--- config.mk ---
export PLATFORM = sky130hd
export DESIGN_NAME = lru_page_replacement
export DESIGN_NICKNAME = d
export VERILOG_FILES = /design/src/sv/lrupr_pkg.sv /design/src/sv/lru_page_replacement.sv /design/src/sv/lrupr_cell.sv
export SDC_FILE = /design/constraint.sdc
export NUM_CORES = 1
export LEC_CHECK = 0
export BUFFER_PORTS_ARGS = -buffer_cell sky130_fd_sc_hd__buf_2
export CAP_MARGIN = 25
export CELL_PAD_IN_SITES_DETAIL_PLACEMENT = 2
export CELL_PAD_IN_SITES_GLOBAL_PLACEMENT = 2
export CORE_MARGIN = 2
export CORE_UTILIZATION = 38
export CTS_CLUSTER_DIAMETER = 120
export DETAILED_ROUTE_END_ITERATION = 7
export GPL_ROUTABILITY_DRIVEN = 1
export GPL_TIMING_DRIVEN = 0
export PLACE_DENSITY = 0.83
export SKIP_LAST_GASP = 1
export SLEW_MARGIN = 20
export SYNTH_ARGS = -nofsm -noshare
export SYNTH_HDL_FRONTEND = slang
export SYNTH_SLANG_ARGS = --single-unit
--- constraint.sdc ---
create_clock -name i_clk -period 4.8 [get_ports i_clk]
set_input_delay 1.2 -clock i_clk [delete_from_list [all_inputs] [get_ports i_clk]]
set_output_delay 1.2 -clock i_clk [all_outputs]
set_load 0.005 [all_outputs]
--- src/sv/lrupr_pkg.sv ---
`default_nettype none

package lrupr_pkg;

    localparam int FC_W      = 5;
    localparam int IN_PAGE_W = 16;
    localparam int OUT_PAGE_W = 16;
    localparam int CNT_W     = 32;

    localparam logic [FC_W-1:0]  FC_RESET = FC_W'(4);
    localparam logic [CNT_W-1:0] CNT_MAX  = {CNT_W{1'b1}};

    typedef struct packed {
        logic update;
        logic flush;
        logic hit;
        logic free_avail;
    } t_cmd;

endpackage

`default_nettype wire

--- src/sv/lru_page_replacement.sv ---
// LRU page replacement, fully associative, built as a row of frame cells.
// Input channel: i_in_valid / o_in_ready carry one page reference (i_page).
// Output channel: o_out_valid / i_out_ready carry one result per reference:
// o_fault, o_evicted_valid, o_evicted_page and the saturating o_fault_total.
// Config channel: i_cfg_valid / o_cfg_ready write frame_count; the write
// flushes all frames and keeps the fault count. Write only while idle.
// Throughput: one reference per cycle while the output is not stalled. The
// reference is held in r_key; each cell compares its page with it in
// parallel; hit, rank, free-frame and victim data ripple along the row and
// all cells update in the same cycle, so the next lookup sees new state.
// A stalled output holds the result register and the pending reference;
// o_in_ready drops until the result is taken.
// Reset: all frames invalid, ranks zero, fault count zero, frame_count 4.
// Ready for references as soon as reset is released.
`default_nettype none

module lru_page_replacement #(
    parameter int MAX_FRAMES = 16,
    parameter int PAGE_BITS  = 16
) (
    input  wire                            i_clk,
    input  wire                            i_rst_n,
    input  wire                            i_in_valid,
    output logic                           o_in_ready,
    input  wire  [lrupr_pkg::IN_PAGE_W-1:0] i_page,
    output logic                           o_out_valid,
    input  wire                            i_out_ready,
    output logic                           o_fault,
    output logic                           o_evicted_valid,
    output logic [lrupr_pkg::OUT_PAGE_W-1:0] o_evicted_page,
    output logic [lrupr_pkg::CNT_W-1:0]    o_fault_total,
    input  wire                            i_cfg_valid,
    output logic                           o_cfg_ready,
    input  wire  [lrupr_pkg::FC_W-1:0]     i_cfg_frame_count
);
    import lrupr_pkg::*;

    localparam int RANK_W = (MAX_FRAMES > 1) ? $clog2(MAX_FRAMES) : 1;
    localparam int CW     = ($clog2(MAX_FRAMES + 1) > FC_W) ? $clog2(MAX_FRAMES + 1) : FC_W;

    logic                 r_busy;
    logic [PAGE_BITS-1:0] r_key;
    logic                 r_out_valid;
    logic                 r_fault;
    logic                 r_ev_valid;
    logic [OUT_PAGE_W-1:0] r_ev_page;
    logic [CNT_W-1:0]     r_fault_cnt;
    logic [FC_W-1:0]      r_frame_count;

    logic [CW-1:0]        w_fc;
    logic [CW-1:0]        w_act;
    logic [RANK_W-1:0]    w_last_rank;
    logic                 w_proceed;
    logic                 w_evict;
    t_cmd                 w_cmd;

    logic [MAX_FRAMES:0]                 w_hit;
    logic [MAX_FRAMES:0][RANK_W-1:0]     w_rank;
    logic [MAX_FRAMES:0]                 w_free;
    logic [MAX_FRAMES:0][PAGE_BITS-1:0]  w_vpage;
    logic [MAX_FRAMES-1:0]               w_match;

    assign w_fc  = CW'(r_frame_count);
    assign w_act = (r_frame_count == '0)       ? CW'(1) :
                   (w_fc > CW'(MAX_FRAMES))    ? CW'(MAX_FRAMES) : w_fc;
    assign w_last_rank = RANK_W'(w_act - CW'(1));

    assign w_proceed  = r_busy && (!r_out_valid || i_out_ready);
    assign o_in_ready = i_rst_n && (!r_busy || w_proceed);
    assign o_cfg_ready = i_rst_n;

    assign w_cmd.update     = w_proceed;
    assign w_cmd.flush      = i_cfg_valid;
    assign w_cmd.hit        = w_hit[MAX_FRAMES];
    assign w_cmd.free_avail = w_free[MAX_FRAMES];

    assign w_evict = !w_hit[MAX_FRAMES] && !w_free[MAX_FRAMES];

    assign w_hit[0]   = 1'b0;
    assign w_rank[0]  = '0;
    assign w_free[0]  = 1'b0;
    assign w_vpage[0] = '0;

    for (genvar gi = 0; gi < MAX_FRAMES; gi++) begin : g_cell
        lrupr_cell #(
            .PAGE_W (PAGE_BITS),
            .RANK_W (RANK_W)
        ) u_cell (
            .i_clk         (i_clk),
            .i_rst_n       (i_rst_n),
            .i_cmd         (w_cmd),
            .i_active      (CW'(gi) < w_act),
            .i_key         (r_key),
            .i_last_rank   (w_last_rank),
            .i_hit_rank    (w_rank[MAX_FRAMES]),
            .i_hit_chain   (w_hit[gi]),
            .i_rank_chain  (w_rank[gi]),
            .i_free_chain  (w_free[gi]),
            .i_vpage_chain (w_vpage[gi]),
            .o_hit_chain   (w_hit[gi+1]),
            .o_rank_chain  (w_rank[gi+1]),
            .o_free_chain  (w_free[gi+1]),
            .o_vpage_chain (w_vpage[gi+1]),
            .o_match       (w_match[gi])
        );
    end

    always_ff @(posedge i_clk) begin
        if (!i_rst_n) begin
            r_busy        <= 1'b0;
            r_out_valid   <= 1'b0;
            r_fault_cnt   <= '0;
            r_frame_count <= FC_RESET;
        end else begin
            if (i_cfg_valid) begin
                r_frame_count <= i_cfg_frame_count;
            end
            if (i_in_valid && o_in_ready) begin
                r_busy <= 1'b1;
                r_key  <= PAGE_BITS'(i_page);
            end else if (w_proceed) begin
                r_busy <= 1'b0;
            end
            if (w_proceed) begin
                r_out_valid <= 1'b1;
                r_fault     <= !w_hit[MAX_FRAMES];
                r_ev_valid  <= w_evict;
                r_ev_page   <= w_evict ? OUT_PAGE_W'(w_vpage[MAX_FRAMES]) : '0;
                if (!w_hit[MAX_FRAMES] && (r_fault_cnt != CNT_MAX)) begin
                    r_fault_cnt <= r_fault_cnt + CNT_W'(1);
                end
            end else if (i_out_ready) begin
                r_out_valid <= 1'b0;
            end
        end
    end

    assign o_out_valid     = r_out_valid;
    assign o_fault         = r_fault;
    assign o_evicted_valid = r_ev_valid;
    assign o_evicted_page  = r_ev_page;
    assign o_fault_total   = r_fault_cnt;

    a_evict_is_fault: assert property (@(posedge i_clk) disable iff (!i_rst_n)
        r_out_valid |-> (!r_ev_valid || r_fault))
        else $error("eviction reported without fault");

    a_single_match: assert property (@(posedge i_clk) disable iff (!i_rst_n)
        r_busy |-> $onehot0(w_match))
        else $error("page resident in more than one frame");

    a_evict_page_zero: assert property (@(posedge i_clk) disable iff (!i_rst_n)
        (r_out_valid && !r_ev_valid) |-> (r_ev_page == '0))
        else $error("evicted page nonzero without eviction");

    a_count_monotonic: assert property (@(posedge i_clk) disable iff (!i_rst_n)
        $past(i_rst_n) |-> (r_fault_cnt >= $past(r_fault_cnt)))
        else $error("fault count decreased");

endmodule

`default_nettype wire

--- src/sv/lrupr_cell.sv ---
`default_nettype none

module lrupr_cell #(
    parameter int PAGE_W = 16,
    parameter int RANK_W = 4
) (
    input  wire                     i_clk,
    input  wire                     i_rst_n,
    input  wire lrupr_pkg::t_cmd    i_cmd,
    input  wire                     i_active,
    input  wire  [PAGE_W-1:0]       i_key,
    input  wire  [RANK_W-1:0]       i_last_rank,
    input  wire  [RANK_W-1:0]       i_hit_rank,
    input  wire                     i_hit_chain,
    input  wire  [RANK_W-1:0]       i_rank_chain,
    input  wire                     i_free_chain,
    input  wire  [PAGE_W-1:0]       i_vpage_chain,
    output logic                    o_hit_chain,
    output logic [RANK_W-1:0]       o_rank_chain,
    output logic                    o_free_chain,
    output logic [PAGE_W-1:0]       o_vpage_chain,
    output logic                    o_match
);
    import lrupr_pkg::*;

    logic [PAGE_W-1:0] r_page;
    logic              r_valid;
    logic [RANK_W-1:0] r_rank;

    logic w_match;
    logic w_free;
    logic w_take_free;
    logic w_victim;

    assign w_match     = r_valid && i_active && (r_page == i_key);
    assign w_free      = i_active && !r_valid;
    assign w_take_free = w_free && !i_free_chain;
    assign w_victim    = r_valid && i_active && (r_rank == i_last_rank);

    assign o_match       = w_match;
    assign o_hit_chain   = i_hit_chain | w_match;
    assign o_rank_chain  = i_rank_chain | (w_match ? r_rank : '0);
    assign o_free_chain  = i_free_chain | w_free;
    assign o_vpage_chain = i_vpage_chain | (w_victim ? r_page : '0);

    always_ff @(posedge i_clk) begin
        if (!i_rst_n || i_cmd.flush) begin
            r_valid <= 1'b0;
            r_rank  <= '0;
        end else if (i_cmd.update) begin
            priority if (i_cmd.hit) begin
                if (w_match) begin
                    r_rank <= '0;
                end else if (r_valid && (r_rank < i_hit_rank)) begin
                    r_rank <= r_rank + RANK_W'(1);
                end
            end else if (i_cmd.free_avail) begin
                if (w_take_free) begin
                    r_page  <= i_key;
                    r_valid <= 1'b1;
                    r_rank  <= '0;
                end else if (r_valid) begin
                    r_rank <= r_rank + RANK_W'(1);
                end
            end else begin
                if (w_victim) begin
                    r_page <= i_key;
                    r_rank <= '0;
                end else if (r_valid) begin
                    r_rank <= r_rank + RANK_W'(1);
                end
            end
        end
    end

endmodule

`default_nettype wire
**Yosys cells after proc, flatten, opt, wreduce, memory -nomap -nowiden**

Index checks and enable logic that the tools add are counted.

- Register bits after elaboration: 409
- Input bits: 26
- Output and inout bits: 53
- Word-level logic and storage cells: 641

- $add $sub $neg: 18
- $lt $le $gt $ge: 33
- Equality and inequality tests: 65
- Mux-type cells: 198
- Bitwise logic cells: 62
- Reductions and logical operators: 209

Operators by type and width:

| kind | count |
|---|---|
| two-way mux 16 bit | 64 |
| two-way mux 4 bit | 128 |
| equality test 16 bit | 16 |
| OR 16 bit | 15 |
| logical AND 1 bit | 100 |
| AND reduction 5 bit | 16 |
| adder 4 x 1 -> 4 bit, second input constant | 16 |
| equality test 4 bit | 16 |
| less-than comparator 4 bit | 16 |
| AND reduction 4 bit | 16 |
| OR 4 bit | 15 |
| inequality test 3 bit, second input constant | 16 |
| less-than comparator 4 x 5 -> 1 bit, first input constant | 8 |
| AND reduction 2 bit | 19 |
| zero test 1 bit | 36 |
| nonzero test 2 bit | 18 |
| adder 32 x 1 -> 32 bit, second input constant | 1 |
| inequality test 2 bit, second input constant | 16 |
| inequality test 32 bit, second input constant | 1 |
| OR 1 bit | 30 |
| less-than comparator 3 x 5 -> 1 bit, first input constant | 4 |
| less-than comparator 1 x 5 -> 1 bit, first input constant | 2 |
| less-than comparator 2 x 5 -> 1 bit, first input constant | 2 |
| two-way mux 5 bit | 2 |
| 6 further kinds | 12 |

**Longest topological paths before layout**

- Depth after elaboration: 27
- Mapped depth: 18

**Hierarchy**

From an unflattened synthesis, not the netlist that was laid out.

- Cell total of the unflattened synthesis: 2586
- Area, all modules: 26964.6 sq um

Modules (own cells, without submodules):

| module | instances | cells an instance | area an instance (sq um) |
|---|---|---|---|
| lrupr_cell | 16 | 141 | 1477.7 |
| lru_page_replacement | 1 | 330 | 3321.9 |

**Worst setup path after synthesis**

OpenSTA, ideal clock, no wires.

- Kind: reg-to-reg
- From: register r_frame_count[4]
- To: register g_cell[5].u_cell.r_page[0] (enable)
- Library setup time: 388 ps
- Data arrival time: 4309 ps
- Slack: 103 ps
- Stages on the path, launching flop included: 15
- Period minus slack after synthesis: 4697 ps
- Cell sequence: dfxtp_1 > buf_2 > buf_2 > clkbuf_1 > o21bai_1 > buf_2 > buf_2 > ha_1 > clkbuf_1 > clkbuf_1 > xor2_1 > nand3_1 > nor4_1 > a21oi_1 > nor2_1

- Word-level cells in the longest chain between the ends: 23

Ends and longest elaborated chain:

| item | RTL line | RTL |
|---|---|---|
| start, declared | lru_page_replacement.sv:48 | `logic [FC_W-1:0] r_frame_count;` |
| start signal, assigned | lru_page_replacement.sv:116 | `r_frame_count <= i_cfg_frame_count;` |
| > comparator 5 bit | lru_page_replacement.sv:65 | `(w_fc > CW'(MAX_FRAMES)) ? CW'(MAX_FRAMES) : w_fc;` |
| two-way mux 5 bit | lru_page_replacement.sv:65 |  |
| two-way mux 5 bit (*) | lru_page_replacement.sv:64 | `assign w_act = (r_frame_count == '0) ? CW'(1) :` |
| branches (longest 19 deep; another with less-than comparator 1 x 5 -> 1 bit) | - |  |
| AND reduction 5 bit (no source line) (*) | - |  |
| end signal, assigned | lrupr_cell.sv:59 | `r_page <= i_key;` |
| end signal, assigned | lrupr_cell.sv:67 | `r_page <= i_key;` |
| end, declared | lrupr_cell.sv:26 | `logic [PAGE_W-1:0] r_page;` |

Mark *: on every way between the ends.
A chain may end at the register's enable or synchronous reset.

**Worst setup path in the final report**

- From: register r_key[15]
- To: register g_cell[0].u_cell.r_rank[3]

- Word-level cells in the longest chain between the ends: 22

Ends and longest elaborated chain:

| item | RTL line | RTL |
|---|---|---|
| start, declared | lru_page_replacement.sv:42 | `logic [PAGE_BITS-1:0] r_key;` |
| start signal, assigned | lru_page_replacement.sv:120 | `r_key <= PAGE_BITS'(i_page);` |
| equality test 16 bit | lrupr_cell.sv:35 | `assign w_match = r_valid && i_active && (r_page == i_key);` |
| logical AND 1 bit | lrupr_cell.sv:35 |  |
| two-way mux 4 bit | lrupr_cell.sv:42 | `assign o_rank_chain = i_rank_chain \| (w_match ? r_rank : '0);` |
| OR 4 bit (15 in series) | lrupr_cell.sv:42 |  |
| less-than comparator 4 bit | lrupr_cell.sv:54 | `end else if (r_valid && (r_rank < i_hit_rank)) begin` |
| logical AND 1 bit | lrupr_cell.sv:54 |  |
| inequality test 3 bit (no source line) | - |  |
| AND reduction 2 bit (no source line) | - |  |
| end signal, assigned | lrupr_cell.sv:55 | `r_rank <= r_rank + RANK_W'(1);` |
| end signal, assigned | lrupr_cell.sv:63 | `r_rank <= r_rank + RANK_W'(1);` |
| end signal, assigned | lrupr_cell.sv:70 | `r_rank <= r_rank + RANK_W'(1);` |
| end, declared | lrupr_cell.sv:28 | `logic [RANK_W-1:0] r_rank;` |

Parallel ways exist; a longest one is shown, timed or not.

==> flow_summary.yaml <==
clocking:
  hold_buffers: 0
  clk_latency_ns: 0.65
  cts_tree: "done"
  clock_path_buffers: 3
  cts_sinks: 409
  htree_levels: 2
  clockRootBuffer: "clkbuf_16"
  path_clk_slew_ns: 0.07
  cts_inserted_buffers: 48
yosys:
  synth-compound-area-share_pct: 14.48
  synth_edf_count: 290
  synth_area_sq_mm: 0.02354
  muxShareOfSynthArea_pct: 0.5528
  async_reset_ff_share_pct: 0
  yosys.area_share.simple_pct: 18.10
  synth-xor-area-share_pct: 13.14
  synth-warning-count: 0
  ys_seq_elements: 409
  yosysSeqAreaShare_pct: 47.12
  synthCells: 2252
  synth_ff_type: "edfxtp_1"
  ys_types: 101
  syn_nets: 2312
  syn_avg_cell_area_sq_um: 10.45
  synth_top_family_by_area: "simple AND/OR/NAND/NOR gates"
  synthAdderAreaFrac_pct: 2.769
worst_setup_path:
  start_kind: "flip-flop"
  cp_max_fo: 10
  rrSetupSlack_ns: -0.04
  crit_path_start: "r_key[15]$_DFFE_PP_"
  critPathRequiredTime_ns: 5.34
  critical_path_class: "flip-flop to flip-flop"
  worstPathArrival_ns: 5.38
  r2r_cells: 18
  setup.worst_path.end: "g_cell[0].u_cell.r_rank[3]$_SDFFE_PP0P_"
  cp-end-kind: "flip-flop"
  r2r-end: "g_cell[0].u_cell.r_rank[3]$_SDFFE_PP0P_"
  rr_startpoint: "r_key[15]$_DFFE_PP_"
place:
  place.gp.congestion: 1.018
  port-buffer-count: 77
  placed_cell_area_sq_mm: 0.02550
  dp.cells: 3162
  dp_hpwl_microns: 98590
timing:
  slew_headroom_pct: 21.25
  worstMarginPinSlew_ns: 1.181
  finalHoldViolCount: 0
  finalWorstSetupSlack_ns: -0.03956
  period_share_pct: 100.8
  drv_slew: 0
  finalSetupViolations: 3
  min_period_ns: 4.840
  max_freq_ghz: 0.2066
  hold_ws_ns: 0.5756
  rsz0062_at_grt: "yes"
  finalClockSkew_ns: 0.03565
run:
  maxCapViolations: 0
drt:
  via_per_inst: 6.706
  routed-via-count: 22278
  drt_drc_violations_left: 0
  drt_iter0_markers: 2461
  wirelength_microns: 135600
  ant_nets: 0
  wire_per_inst_microns: 40.81
  drt_first_pass_iters: 6
floorplanning:
  rows: 91
  start_util_pct: 38.28
  core_area_sq_mm: 0.06148
  die-width_microns: 252.9
  boundaryPins: 79
  chipHeight_microns: 252.9
  dieArea_sq_mm: 0.06395
grt:
  track_usage_pct: 42.12
  grt_max_degree: 19
  grt_pass1_vias: 23269
  antenna_found_initial: 1
  grt_pass1_wl_microns: 186900
  overflow: 0
cells_and_area:
  drive_gt1_share_pct: 20.56
  fin_area_sq_mm: 0.02864
  area_growth_pct: 21.66
  final_util_pct: 46.58
  finalNonFillerCells: 3322
  final_nets: 2549
pwr:
  p_per_area_mw_per_mm2: 293.2
  max-vdd-ir-drop_mv: 0.2984
  power_leakage_nw: 9.744
  power_mw: 8.395
status:
  violations: "setup timing"
  status: "finished, violations left"
hold_path:
  min_path_type: "flip-flop to flip-flop"
-- layout by cell type, fill, tap and decap left out, types with 23 or more instances in the layout --
cell type	netlist	layout
a21oi_1	72	69
a22o_1	26	26
a22oi_1	112	104
and2_1	53	48
and3_1	31	29
buf_2	21	102
buf_4	7	84
buf_6	20	33
clkbuf_1	62	44
clkbuf_16	0	48
dfxtp_1	119	119
edfxtp_1	290	290
ha_1	34	33
inv_1	65	65
nand2_1	122	119
nand3_1	108	108
nand4_1	72	72
nor2_1	150	126
nor2b_1	23	23
nor3_1	59	38
nor4_1	51	23
o21ai_0	62	60
xnor2_1	181	171
xor2_1	169	163
-- logic make-up (layout without fill, tap and decap cells) --
logic type               Yosys count  in the layout
adder cells (fa/ha/maj)           56             56
flip-flops                       409            409
buffers and inverters            182            458
AO/OA/AOI/OAI                    465            465
XOR/XNOR                         351            351
AND/OR/NAND/NOR                  776            777
multiplexers                      13             13
other                              0              3
-- area by class of cell --
| type | instances | area (sq um) |
|---|---|---|
| Clock inverter | 33 | 355.3 |
| Inverter | 66 | 250.2 |
| Sequential cell | 409 | 11090 |
| Fill cell | 6274 | 32850 |
| Antenna cell | 3 | 7.507 |
| Multi-Input combinational cell | 1662 | 12480 |
| Tap cell | 790 | 988.4 |
| Clock buffer | 57 | 1235 |
| Buffer | 113 | 729.5 |
| Timing Repair Buffer | 189 | 1498 |
-- worst min path at each step --
stage	endpoint	slack, ns	from	cells after the start
2_1_floorplan	g_cell[4].u_cell.r_rank[2]$_SDFFE_PP0P_	0.48	g_cell[4].u_cell.r_rank[2]$_SDFFE_PP0P_	2
3_3_place_gp	o_fault_total[26]$_SDFFE_PN0P_	0.49	o_fault_total[26]$_SDFFE_PN0P_	2
3_5_place_dp	o_fault_total[26]$_SDFFE_PN0P_	0.53	o_fault_total[26]$_SDFFE_PN0P_	2
4_1_cts	o_fault_total[26]$_SDFFE_PN0P_	0.54	o_fault_total[26]$_SDFFE_PN0P_	2
5_1_grt	o_out_valid$_SDFFE_PN0P_	0.58	r_busy$_SDFFE_PN0P_	1
6_report	o_out_valid$_SDFFE_PN0P_	0.58	r_busy$_SDFFE_PN0P_	1
-- flip-flops by register name, indices dropped and copies added (netlist names) --
signal,cells
g_cell.u_cell.r_page,256
o_fault,1
o_out_valid,1
o_evicted_page,16
r_key,16
o_evicted_valid,1
g_cell.u_cell.r_rank,64
r_frame_count,5
o_fault_total,32
g_cell.u_cell.r_valid,16
r_busy,1
-- layer usage --
metal	vias up	part of all wire (%)	GRT usage [%]
li1	8966	-	-
met5	-	0	0
met1	11453	36	49.08
met3	530	7.8	7.494
met4	0	11	34.73
met2	1329	45	67.93
-- critical path, cell delays in order, from the launching register on --
cell and delay [ns]:
edfxtp_1 0.36, buf_4 0.18, buf_6 0.15, buf_6 0.17, xnor2_1 0.40, nand3_1 0.41, nor3_2 0.37, and2_1 0.35
a22o_1 0.23, a221oi_1 0.10, nand3_1 0.18, nor2_4 0.05, buf_4 0.17, buf_12 0.15, ha_1 0.27, a211o_1 0.28
a21o_1 0.25, or3_1 0.42, a21oi_1 0.21
-- cell usage after synthesis, types with 21 or more instances --
library cell  count  share of area [%]
a21oi_1          72                1.5
o21ai_0          62                1.3
buf_2            21               0.45
and3_1           31               0.82
ha_1             34                1.8
nor2_1          150                2.4
nor4_1           51                1.4
dfxtp_1         119                 10
inv_1            65                1.0
xnor2_1         181                6.7
a221oi_1         24               0.89
nand4_1          72                1.9
nor2b_1          23               0.61
a22o_1           26               0.97
nand2_1         122                1.9
and2_1           53                1.4
edfxtp_1        290                 37
nand3_1         108                2.3
nor3_1           59                1.3
xor2_1          169                6.3
clkbuf_1         62               0.99
a22oi_1         112                3.6
-- timing repair --
action,in CTS,in global routing
setup buffers,54,14
cloned,0,1
resized for setup,107,86
setup endpoints to repair,386,287
pin swaps,16,11
-- where the power goes --
part / internal, mW / switching (mW) / leakage (nW) / total (mW)
registers: 3.78 / 0.0135 / 3.56 / 3.80
logic: 0.207 / 0.471 / 5.41 / 0.678
clock network: 2.17 / 1.75 / 0.776 / 3.92
-- metrics by stage --
stage / setup TNS, ns / worst slack [ns]
finish: -0.05135 / -0.03956
CTS: -0.1053 / -0.06536
global placement: -1251.98 / -5.325
detailed placement: -767.98 / -2.878
global route: -1.055 / -0.1428
floorplan: 0 / 0.1027
(Power assumes the default switching activity.)
